[src/rtl/kalman_measurement_update_macros.svh]
// ----------------------------------------------------------------------------
// Kalman measurement update assertion macros
// Concurrent check helpers; they expand to nothing in synthesis builds.
// ----------------------------------------------------------------------------
`ifndef KALMAN_MEASUREMENT_UPDATE_MACROS_SVH
`define KALMAN_MEASUREMENT_UPDATE_MACROS_SVH
`ifndef SYNTHESIS
`define KMU_ASSERT_IMP(label, clk, rst_n, a, b) \
	label: assert property (@(posedge clk) disable iff (!rst_n) (a) |-> (b)) \
		else $error("same-cycle check failed");
`define KMU_ASSERT_NXT(label, clk, rst_n, a, b) \
	label: assert property (@(posedge clk) disable iff (!rst_n) (a) |=> (b)) \
		else $error("next-cycle check failed");
`else
`define KMU_ASSERT_IMP(label, clk, rst_n, a, b)
`define KMU_ASSERT_NXT(label, clk, rst_n, a, b)
`endif
`endif

[src/rtl/kmu_pkg.sv]
// ----------------------------------------------------------------------------
// Kalman measurement update package
// Item types, register indexes, controller states, datapath commands and
// saturation helpers shared by the modules of the block.
// ----------------------------------------------------------------------------
package kmu_pkg;

	typedef struct packed {
		logic signed [31:0] measurement;
		logic               start_fresh;
	} in_item_t;

	typedef struct packed {
		logic signed [31:0] estimate;
		logic [2:0]         estimate_index;
		logic               last_of_run;
	} out_item_t;

	typedef struct packed {
		logic [3:0]  dim_in_use;
		logic [30:0] process_noise;
		logic [30:0] measurement_noise;
		logic [30:0] initial_covariance;
	} cfg_t;

	localparam int CFG_IDX_W = 2;

	typedef enum logic [CFG_IDX_W-1:0] {
		REG_DIM = 2'd0,
		REG_Q   = 2'd1,
		REG_R   = 2'd2,
		REG_P0  = 2'd3
	} cfg_reg_t;

	localparam logic [3:0]  DIM_RESET = 4'd4;
	localparam logic [30:0] Q_RESET   = 31'd32768;
	localparam logic [30:0] R_RESET   = 31'd32768;
	localparam logic [30:0] P0_RESET  = 31'd65536;

	typedef enum logic [4:0] {
		ST_CLEAR, ST_IDLE, ST_STORE,
		ST_G_RDD, ST_G_DEN, ST_G_RDP, ST_G_NUM, ST_G_DIV,
		ST_V_RD, ST_V_WR,
		ST_S_RD, ST_S_MUL, ST_S_ACC, ST_S_RDX, ST_S_WRX,
		ST_C_RD, ST_C_MUL, ST_C_ACC, ST_C_WRT,
		ST_W_RD, ST_W_WR,
		ST_O_RD, ST_O_LOAD, ST_O_WAIT
	} state_t;

	typedef enum logic [4:0] {
		OP_NOP, OP_CLEAR, OP_RELOAD, OP_STORE,
		OP_DIAG_RD, OP_DEN, OP_GAIN_NUM, OP_GAIN_DIV,
		OP_INNOV_RD, OP_INNOV_WR,
		OP_MUL_X, OP_MUL_P, OP_ACC, OP_X_WR,
		OP_COL_RD, OP_T_WR, OP_P_WR, OP_OUT_LOAD
	} dp_op_t;

	typedef struct packed {
		dp_op_t op;
		logic   capture;
		logic   last;
	} dp_cmd_t;

	typedef struct packed {
		logic den_zero;
		logic div_done;
	} dp_status_t;

	function automatic logic signed [31:0] sat33(input logic [32:0] v);
		logic signed [31:0] r;
		if (v[32] != v[31]) begin
			r = v[32] ? 32'sh8000_0000 : 32'sh7FFF_FFFF;
		end else begin
			r = v[31:0];
		end
		return r;
	endfunction

	function automatic logic signed [31:0] sat64(input logic [63:0] v);
		logic signed [31:0] r;
		if (!(&v[63:31]) && (|v[63:31])) begin
			r = v[63] ? 32'sh8000_0000 : 32'sh7FFF_FFFF;
		end else begin
			r = v[31:0];
		end
		return r;
	endfunction

endpackage

[src/rtl/kmu_ctrl.sv]
// ----------------------------------------------------------------------------
// Kalman measurement update controller
// Sequences clearing and reloading, element storage, gain, innovation, state and
// covariance passes and the result handshake.
// ----------------------------------------------------------------------------
module kmu_ctrl
	import kmu_pkg::*;
#(
	parameter int MAX_DIM = 8
) (
	input  logic                                        clk,
	input  logic                                        arst_n,
	input  logic [3:0]                                  dim_in_use,
	input  logic                                        in_valid,
	input  logic                                        in_start,
	output logic                                        in_stall,
	output logic                                        out_valid,
	input  logic                                        out_stall,
	input  dp_status_t                                  status,
	output dp_cmd_t                                     cmd,
	output logic [((MAX_DIM > 1) ? $clog2(MAX_DIM) : 1)-1:0] ci,
	output logic [((MAX_DIM > 1) ? $clog2(MAX_DIM) : 1)-1:0] cj,
	output logic [((MAX_DIM > 1) ? $clog2(MAX_DIM) : 1)-1:0] cl
);
	localparam int IW = (MAX_DIM > 1) ? $clog2(MAX_DIM) : 1;
	localparam int CW = $clog2(MAX_DIM + 1) > IW ? $clog2(MAX_DIM + 1) : IW;
	localparam logic [IW-1:0] SWEEP_LAST = IW'(MAX_DIM - 1);

	state_t        state_q, state_n;
	logic [IW-1:0] i_q, i_n, j_q, j_n, l_q, l_n, nl_q, nl_n;
	logic [CW-1:0] cnt_q, cnt_n;
	logic          rst_clr_q, rst_clr_n;

	logic          over_dim;
	logic [IW-1:0] nl_cur;
	logic          i_last, j_last, l_last;

	assign over_dim = ({28'd0, dim_in_use} > 32'(MAX_DIM));
	assign nl_cur   = (dim_in_use == 4'd0) ? '0 :
		(over_dim ? SWEEP_LAST : IW'(dim_in_use - 4'd1));
	assign i_last = (i_q == nl_q);
	assign j_last = (j_q == nl_q);
	assign l_last = (l_q == nl_q);

	always_ff @(posedge clk or negedge arst_n) begin
		if (!arst_n) begin
			state_q   <= ST_CLEAR;
			i_q       <= '0;
			j_q       <= '0;
			l_q       <= '0;
			nl_q      <= '0;
			cnt_q     <= '0;
			rst_clr_q <= 1'b1;
		end else begin
			state_q   <= state_n;
			i_q       <= i_n;
			j_q       <= j_n;
			l_q       <= l_n;
			nl_q      <= nl_n;
			cnt_q     <= cnt_n;
			rst_clr_q <= rst_clr_n;
		end
	end

	always_comb begin
		state_n     = state_q;
		i_n         = i_q;
		j_n         = j_q;
		l_n         = l_q;
		nl_n        = nl_q;
		cnt_n       = cnt_q;
		rst_clr_n   = rst_clr_q;
		cmd.op      = OP_NOP;
		cmd.capture = 1'b0;
		cmd.last    = 1'b0;
		in_stall    = 1'b1;
		out_valid   = 1'b0;
		ci          = i_q;
		cj          = j_q;
		cl          = l_q;
		case (state_q)
			ST_CLEAR: begin
				cmd.op = rst_clr_q ? OP_CLEAR : OP_RELOAD;
				if (j_q == SWEEP_LAST) begin
					j_n = '0;
					if (i_q == SWEEP_LAST) begin
						i_n       = '0;
						rst_clr_n = 1'b0;
						state_n   = rst_clr_q ? ST_IDLE : ST_STORE;
					end else begin
						i_n = i_q + 1'b1;
					end
				end else begin
					j_n = j_q + 1'b1;
				end
			end
			ST_IDLE: begin
				in_stall    = 1'b0;
				cmd.capture = in_valid;
				if (in_valid) begin
					nl_n = nl_cur;
					i_n  = '0;
					j_n  = '0;
					l_n  = '0;
					if (in_start) begin
						cnt_n   = '0;
						state_n = ST_CLEAR;
					end else begin
						state_n = ST_STORE;
					end
				end
			end
			ST_STORE: begin
				cmd.op = OP_STORE;
				cj     = cnt_q[IW-1:0];
				if (cnt_q >= CW'(nl_q)) begin
					cnt_n   = '0;
					state_n = ST_G_RDD;
				end else begin
					cnt_n   = cnt_q + 1'b1;
					state_n = ST_IDLE;
				end
			end
			ST_G_RDD: begin
				cmd.op  = OP_DIAG_RD;
				state_n = ST_G_DEN;
			end
			ST_G_DEN: begin
				cmd.op  = OP_DEN;
				i_n     = '0;
				state_n = ST_G_RDP;
			end
			ST_G_RDP: state_n = ST_G_NUM;
			ST_G_NUM, ST_G_DIV: begin
				cmd.op = (state_q == ST_G_NUM) ? OP_GAIN_NUM : OP_GAIN_DIV;
				if ((state_q == ST_G_NUM) && !status.den_zero) begin
					state_n = ST_G_DIV;
				end else if ((state_q == ST_G_NUM) || status.div_done) begin
					if (i_last) begin
						i_n = '0;
						if (j_last) begin
							j_n     = '0;
							state_n = ST_V_RD;
						end else begin
							j_n     = j_q + 1'b1;
							state_n = ST_G_RDD;
						end
					end else begin
						i_n     = i_q + 1'b1;
						state_n = ST_G_RDP;
					end
				end
			end
			ST_V_RD: begin
				cmd.op  = OP_INNOV_RD;
				state_n = ST_V_WR;
			end
			ST_V_WR: begin
				cmd.op = OP_INNOV_WR;
				if (j_last) begin
					j_n     = '0;
					i_n     = '0;
					state_n = ST_S_RD;
				end else begin
					j_n     = j_q + 1'b1;
					state_n = ST_V_RD;
				end
			end
			ST_S_RD:  state_n = ST_S_MUL;
			ST_S_MUL: begin
				cmd.op  = OP_MUL_X;
				state_n = ST_S_ACC;
			end
			ST_S_ACC: begin
				cmd.op = OP_ACC;
				if (j_last) begin
					j_n     = '0;
					state_n = ST_S_RDX;
				end else begin
					j_n     = j_q + 1'b1;
					state_n = ST_S_RD;
				end
			end
			ST_S_RDX: state_n = ST_S_WRX;
			ST_S_WRX: begin
				cmd.op = OP_X_WR;
				if (i_last) begin
					i_n     = '0;
					j_n     = '0;
					l_n     = '0;
					state_n = ST_C_RD;
				end else begin
					i_n     = i_q + 1'b1;
					state_n = ST_S_RD;
				end
			end
			ST_C_RD: begin
				cmd.op  = OP_COL_RD;
				state_n = ST_C_MUL;
			end
			ST_C_MUL: begin
				cmd.op  = OP_MUL_P;
				state_n = ST_C_ACC;
			end
			ST_C_ACC: begin
				cmd.op = OP_ACC;
				if (l_last) begin
					l_n     = '0;
					state_n = ST_C_WRT;
				end else begin
					l_n     = l_q + 1'b1;
					state_n = ST_C_RD;
				end
			end
			ST_C_WRT: begin
				cmd.op = OP_T_WR;
				if (i_last) begin
					i_n     = '0;
					state_n = ST_W_RD;
				end else begin
					i_n     = i_q + 1'b1;
					state_n = ST_C_RD;
				end
			end
			ST_W_RD:  state_n = ST_W_WR;
			ST_W_WR: begin
				// A column is written back only after all its rows are done.
				cmd.op = OP_P_WR;
				if (i_last) begin
					i_n = '0;
					if (j_last) begin
						j_n     = '0;
						state_n = ST_O_RD;
					end else begin
						j_n     = j_q + 1'b1;
						state_n = ST_C_RD;
					end
				end else begin
					i_n     = i_q + 1'b1;
					state_n = ST_W_RD;
				end
			end
			ST_O_RD:  state_n = ST_O_LOAD;
			ST_O_LOAD: begin
				cmd.op   = OP_OUT_LOAD;
				cmd.last = i_last;
				state_n  = ST_O_WAIT;
			end
			ST_O_WAIT: begin
				out_valid = 1'b1;
				if (!out_stall) begin
					if (i_last) begin
						i_n     = '0;
						state_n = ST_IDLE;
					end else begin
						i_n     = i_q + 1'b1;
						state_n = ST_O_RD;
					end
				end
			end
			default: state_n = ST_IDLE;
		endcase
	end
endmodule

[config.mk]
export PLATFORM = sky130hd
export DESIGN_NAME = kmu_ctrl
export DESIGN_NICKNAME = d
export VERILOG_FILES = /design/src/rtl/kalman_measurement_update_macros.svh /design/src/rtl/kmu_pkg.sv /design/src/rtl/kmu_ctrl.sv
export SDC_FILE = /design/constraint.sdc
export NUM_CORES = 1
export LEC_CHECK = 0
export BUFFER_PORTS_ARGS = -buffer_cell sky130_fd_sc_hd__buf_2
export CAP_MARGIN = 20
export CORE_ASPECT_RATIO = 1.2
export CORE_MARGIN = 4
export CORE_UTILIZATION = 50
export DETAILED_ROUTE_END_ITERATION = 8
export GPL_TIMING_DRIVEN = 0
export HOLD_SLACK_MARGIN = 0.03
export PLACE_DENSITY = 0.7
export SLEW_MARGIN = 5
export SYNTH_ARGS = -nofsm -noshare
export SYNTH_HDL_FRONTEND = slang
export SYNTH_SLANG_ARGS = --single-unit
[constraint.sdc]
create_clock -name clk -period 2.6 [get_ports clk]
set_input_delay 0.39 -clock clk [delete_from_list [all_inputs] [get_ports clk]]
set_output_delay 0.39 -clock clk [all_outputs]
set_load 0.05 [all_outputs]
Word-level counts from Yosys, hierarchy flattened
Index checks and enable logic that the tools add are counted.

Bits of input ports: 11. Word-level logic and storage cells: 123. Output and inout port bits: 18. Flip-flop bits (word level): 22.

$lt $le $gt $ge: 2. Mux-type cells: 51. Eq/ne operators: 38. Add/subtract/negate cells: 5. Reductions and logical operators: 20.

Operators with widths (number): case mux 5 bit (23 select lines) (1); case mux 5 bit (15 select lines) (1); two-way mux 3 bit (20); two-way mux 5 bit (12); == test 5 x 4 -> 1 bit (second input constant) (8); == test 5 bit (second input constant) (8); case mux 3 bit (7 select lines) (1); == test 5 x 3 -> 1 bit (second input constant) (4); != test 2 bit (second input constant) (9); case mux 3 bit (6 select lines) (1); two-way mux 4 bit (4); == test 5 x 2 -> 1 bit (second input constant) (2); AND reduction 5 bit (2); adder 3 x 1 -> 3 bit (second input constant) (3); == test 3 bit (3); case mux 3 bit (3 select lines) (1); AND reduction 3 bit (3); two-way mux 2 bit (4); case mux 4 bit (2 select lines) (1); AND reduction 7 bit (1); nonzero test 7 bit (1); == test 3 bit (second input constant) (2); nonzero test 6 bit (1); OR reduction 2 bit (3); other kinds (16) (20).

Logic depth before layout (Yosys ltp)
Gate-level depths: netlist of the first run.

Word-level depth: 6. Depth in mapped cells: 9. Gate-level depth less buffers: 8.

Worst setup path before layout of the first run
No wires, ideal clock.

Path type: reg2out. Start point: register state_q[3]. End point: output cmd[3] (netlist name). Stages on the path, launching flop included: 6. Arrival: 2.669 ns. Required time: 2.210 ns. Setup slack: -0.459 ns. Cell sequence: dfrtp_1 -> buf_6 -> buf_6 -> clkbuf_1 -> buf_1 -> o41ai_1.

RTL lines: from (decl) (line kmu_ctrl.sv:29) `state_t state_q, state_n;`; from (signal assigned) (line kmu_ctrl.sv:55) `state_q <= state_n;`; to (decl) (line kmu_ctrl.sv:20) `output dp_cmd_t cmd,`.

==> impl_metrics.env, run 1 <==
export IMPL_status="finished clean"
export IMPL_grt_total_usage_pct=26.3
export IMPL_slowest_stage="dfrtp_1"
export IMPL_wl_per_cell_um=19.5
export IMPL_critPathCaptureType="output pin"
export IMPL_cts_hold_buf=0
export IMPL_start_util_pct=51.5
export IMPL_dieArea_mm2=0.00590
export IMPL_grt_remaining_overflow=0
export IMPL_cp_depth=9
export IMPL_antenna_found_initial=0
export IMPL_synth_most_common_cell="nand2_1"
export IMPL_drt_iter0_drc=273
export IMPL_ys_flop_type="dfrtp_1"
export IMPL_post_dp_hpwl_um=5870
export IMPL_synth_avg_cell_area_um2=7.89
export IMPL_yosysWarnings=0
export IMPL_core_area_mm2=0.00459
export IMPL_clkSinkCount=22
export IMPL_grt_pass1_wl_um=12400
export IMPL_cts_clk_slew_worst_paths_ns=0.08
export IMPL_grt_pass1_vias=2374
export IMPL_yosysTopAreaCellShare_pct=22.2
export IMPL_ant_nets=0
export IMPL_cts_buffers=3
export IMPL_root_buffer="clkbuf_8"
export IMPL_ys_seq_area_share_pct=23.3
export IMPL_slew_headroom_pct=51.1
export IMPL_worst_r2r_path_depth=6
export IMPL_cts_buffer_depth=2
export IMPL_firstDrtPassIters=5
export IMPL_fillCellCount=469
export IMPL_ys_ff_latch=22
export IMPL_tightest_slew_ns=0.733
export IMPL_fin_nets=354
export IMPL_cp_cell_sequence="clkbuf_8 > buf_2 > buf_4 > nor2_2 > o21ai_0 > a31oi_1 > a31oi_1 > o22ai_1 > buf_4"
export IMPL_synth_top_area_cell="dfrtp_1"
export IMPL_fin_crit_ns=2.48
export IMPL_rows=27
export IMPL_vias=2489
export IMPL_drive_above_1_share_pct=22.3
export IMPL_report_final_slew_viol_count=0
export IMPL_ys_top_cells_by_area="dfrtp_1 22%, ha_1 5.3%, nand2_1 5.2%"
export IMPL_drv_cap=0
export IMPL_worstHoldPathType="in2async"
export IMPL_finalClockSkew_ns=0.00708
export IMPL_cp_required_ns=2.21
export IMPL_crit_buf_inv=4
export IMPL_netlist_area_mm2=0.00237
export IMPL_setup_violations=0
export IMPL_fmax_mhz=403
export IMPL_dpl_worst_slack_ns=0.0865
export IMPL_synth_edf_count=0
export IMPL_critPathMaxStageDelay_ns=0.41
export IMPL_die_w_um=70.8
export IMPL_worstSetupPathType="reg2out"
export IMPL_critPathMaxFanout=10
export IMPL_vias_per_cell=6.38
export IMPL_hold_viol_final=0
export IMPL_rsz0062_at_grt="yes"
export IMPL_synth_top_cells_by_count="33 x nand2_1, 27 x nor2_1, 24 x o21ai_0"
export IMPL_cp_top_family="buffers and inverters"
export IMPL_h_tree_depth=1
export IMPL_cts_tree="yes"
export IMPL_route_detailed_drc=0
export IMPL_dieHeight_um=83.4
export IMPL_min_period_over_period_pct=95.5
export IMPL_crit_reg2reg_launch="nl_q[0]"
export IMPL_start_kind="flip-flop"
export IMPL_syn_inst=300
export IMPL_antenna_cells_inserted=0
export IMPL_synth_nets=321
export IMPL_boundaryPins=29
export IMPL_crit_arrival_ns=2.09
export IMPL_async_reset_ff_share_pct=100
export IMPL_drt_total_wl_um=7610
export IMPL_gp_congestion=1.01
export IMPL_final_setup_worst_slack_ns=0.116
export IMPL_grt_max_degree=23
export IMPL_cp_startpoint="state_q[1]"
export IMPL_synth_cell_types=71
export IMPL_io_buffers=28
export IMPL_worstSkewPairLatency_ns=0.26
export IMPL_area_growth_syn_to_layout_pct=13.8
## state kept, by name (all words and copies together) (netlist names)
signal / cells
ci: 3
cl: 3
cnt_q: 4
j_q: 3
nl_q: 3
rst_clr_q: 1
state_q: 5
## layer usage
metal	vias up	share of wire [%]	track usage, %
met2	129	47	43.3
met4	0	5.3	12.8
met3	37	6.8	3.87
met5	-	0	0
met1	1171	41	33.0
li1	1152	-	-
## cell type report
| class | count | area (um2) | share of cell area, % |
|---|---|---|---|
| well taps | 58 | 72.6 | 2.69 |
| multi-input cells | 241 | 1620 | 60.2 |
| repair buffers | 30 | 158 | 5.85 |
| clock buffers | 4 | 55.1 | 2.04 |
| flip-flops and latches | 22 | 552 | 20.5 |
| plain buffers | 20 | 180 | 6.69 |
| inverters | 15 | 56.3 | 2.09 |
## final timing paths
check / endpoint / slack [ns]
setup / recovery: cmd[2] / 0.12
hold / removal: cnt_q[0] / 0.09
setup reg to reg: state_q[1] / 0.31
hold reg to reg: rst_clr_q / 0.50
max in group asynchronous: rst_clr_q / 2.15
min in group clk: nl_q[2] / 0.41
## layout by cell type (no fill, tap or decap), types with 4 or more instances in the layout
cell | Yosys | layout
buf_2 | 3 | 30
ha_1 | 10 | 10
buf_4 | 1 | 5
nor3_1 | 5 | 5
xnor2_1 | 4 | 4
clkbuf_8 | 2 | 6
inv_1 | 15 | 15
buf_6 | 9 | 9
nand3_1 | 6 | 6
o21ai_0 | 24 | 24
nand2_1 | 33 | 32
a221oi_1 | 4 | 4
a21oi_1 | 22 | 22
o22ai_1 | 6 | 6
nor2b_1 | 8 | 8
dfrtp_1 | 21 | 21
nand2b_1 | 13 | 13
xor2_1 | 6 | 6
nor2_1 | 27 | 26
## per-stage QoR
step	cells	utilization [%]	hold WS (ns)	area (um2)	TNS, ns
final	390	58.7	0.0853	2700	0
after global routing	390	58.7	0.116	2700	-0.0570
after CTS	389	58.0	0.0962	2670	0
after detailed placement	386	56.5	0.390	2590	0
after global placement	386	56.5	0.382	2590	0
after floorplan	300	-	0.0944	2380	0
## cells by family (layout without fill, tap and decap cells)
group                      count (synthesis)  in the layout  share of synthesized area, %
AOI/OAI and AO/OA                         93             93                          27.0
DFF                                       22             22                          23.3
adders and majority gates                 12             12                          6.13
buffers and inverters                     37             69                          9.94
and+or+nand+nor                          119            119                          26.6
xor gates and xnor gates                  11             11                          4.39
muxes                                      6              6                          2.70
## timing repair
item                       in CTS  in global routing
resized for setup               5                  8
setup endpoints to repair       7                  6
buffers inserted                0                  2
pin swaps                       0                  1
Power of run 1 is not shown: default switching activity piles up to over one toggle a cycle in this logic, so the estimate is an artifact.
==> run 2, diff against run 1 <==
==> constraint.sdc (replaced) <==
create_clock -name clk -period 2.6 [get_ports clk]
set_input_delay 0.39 -clock clk [delete_from_list [all_inputs] [get_ports clk]]
set_output_delay 0.39 -clock clk [all_outputs]
set_load 0.01 [all_outputs]
==> run 2 against run 1 <==
  * Global-route usage shrank 1.6 points
  * First-iteration DRC count grew 7.3%
  * Cell count shrank 0.26%
  * Critical path depth shrank 1
  * Maximum frequency shrank 0.44%
  * Via count shrank 1.9%
  * Critical path type unchanged
  * Critical endpoint is now cmd[4]
  * Largest cell class unchanged
==> impl_metrics.env, run 2 (synthesis gave the netlist of run 1 again) <==
export IMPL_report_final_slew_viol_count=0
export IMPL_io_buffers=28
export IMPL_vias=2441
export IMPL_setup_violations=0
export IMPL_rsz0062_at_grt="no"
export IMPL_worstSetupPathType="reg2out"
export IMPL_min_period_over_period_pct=96.0
export IMPL_worstSkewPairLatency_ns=0.26
export IMPL_grt_total_usage_pct=24.7
export IMPL_grt_pass1_wl_um=11900
export IMPL_root_buffer="clkbuf_8"
export IMPL_boundaryPins=29
export IMPL_drive_above_1_share_pct=20.5
export IMPL_grt_pass1_vias=2421
export IMPL_die_w_um=70.8
export IMPL_tightest_slew_ns=0.523
export IMPL_final_setup_tns_ns=0
export IMPL_fmax_mhz=401
export IMPL_area_growth_syn_to_layout_pct=11.6
export IMPL_grt_max_degree=23
export IMPL_status="finished clean"
export IMPL_top_register="state_q"
export IMPL_grt_remaining_overflow=0
export IMPL_dieArea_mm2=0.00590
export IMPL_p_leak_nw=1.18
export IMPL_ant_nets=0
export IMPL_cts_buffers=3
export IMPL_dieHeight_um=83.4
export IMPL_irDropWorstVdd_mv=0.650
export IMPL_antenna_found_initial=0
export IMPL_start_util_pct=51.5
export IMPL_fin_crit_ns=2.50
export IMPL_core_area_mm2=0.00459
export IMPL_hold_viol_final=0
export IMPL_drt_total_wl_um=7200
export IMPL_wl_per_cell_um=18.5
export IMPL_finalClockSkew_ns=0.00392
export IMPL_post_dp_hpwl_um=5590
export IMPL_largest_registers="state_q (5), cnt_q (4)"
export IMPL_cts_hold_buf=0
export IMPL_mostFrequentLayoutCells="33 x buf_2, 33 x nand2_1, 26 x nor2_1"
export IMPL_antenna_cells_inserted=0
export IMPL_gp_congestion=1.01
export IMPL_drv_cap=0
export IMPL_rows=27
export IMPL_start_kind="flip-flop"
export IMPL_worstHoldPathType="in2async"
export IMPL_firstDrtPassIters=5
export IMPL_cts_buffer_depth=2
export IMPL_critPathCaptureType="output pin"
export IMPL_vias_per_cell=6.28
export IMPL_worst_r2r_path_depth=6
export IMPL_cts_tree="yes"
export IMPL_slew_headroom_pct=64.2
export IMPL_crit_arrival_ns=2.11
export IMPL_clkSinkCount=22
export IMPL_post_route_util_pct=57.5
export IMPL_largest_reg_flops=5
export IMPL_cp_required_ns=2.21
export IMPL_cts_clk_slew_worst_paths_ns=0.08
export IMPL_fin_nets=353
export IMPL_critPathMaxFanout=10
export IMPL_p_per_area_mw_per_mm2=1480
export IMPL_route_detailed_drc=0
export IMPL_h_tree_depth=1
export IMPL_drt_iter0_drc=293
==> run 2: routing by layer <==
layer / wire (um) / vias to the layer above / GRT usage [%]
met4: 330 / 0 / 13.3
met2: 3390 / 137 / 40.8
met3: 553 / 36 / 3.75
met5: 0 / - / 0
met1: 2920 / 1123 / 30.2
li1: - / 1145 / -
==> run 2: area by class of cell <==
cell class / instances / area (um2)
plain buffers: 21 / 179
clock buffers: 4 / 45.0
fillers: 432 / 1950
inverters: 15 / 56.3
multi-input cells: 241 / 1600
flip-flops and latches: 22 / 552
well taps: 58 / 72.6
repair buffers: 28 / 140
==> run 2: path summary, 6_finish.rpt <==
kind	slack, ns	startpoint	endpoint
hold / removal	0.08	arst_n	cnt_q[0]
hold reg to reg	0.50	rst_clr_q	rst_clr_q
setup reg to reg	0.33	nl_q[0]	state_q[1]
min in group clk	0.43	dim_in_use[3]	nl_q[2]
setup / recovery	0.10	state_q[4]	cmd[4]
max in group asynchronous	2.16	arst_n	rst_clr_q
==> run 2: critical path, cell delays in order (launching register included) <==
cell      delay [ns]
dfrtp_1         0.36
clkbuf_8        0.18
buf_6           0.16
clkbuf_1        0.37
buf_2           0.33
nor2_1          0.08
a21oi_1         0.12
o32ai_1         0.09
buf_2           0.15
==> run 2: where the power goes <==
group          total (mW)  switching, mW  leakage, nW  internal [mW]
clock               0.215          0.106       0.0228          0.109
combinational        3.06           1.85        0.878           1.21
sequential          0.635          0.148        0.281          0.487
==> run 2: through the flow <==
step / total power, mW / instances / area (um2) / hold slack (ns) / setup slack (ns)
after global routing: 4.24 / 389 / 2640 / 0.113 / 0.00378
after CTS: 3.82 / 389 / 2620 / 0.0901 / 0.0745
final: 3.91 / 389 / 2640 / 0.0800 / 0.105
after global placement: 3.61 / 386 / 2580 / 0.381 / 0.214
after detailed placement: 3.61 / 386 / 2580 / 0.379 / 0.231
after floorplan: 2.83 / 300 / 2370 / 0.0944 / 0.630
==> run 2: timing repair <==
action,in CTS,in global routing
setup buffers,0,0
endpoints found under the setup margin,4,4
gates resized for setup,2,5
No activity file was read; power rests on OpenSTA's default activity.
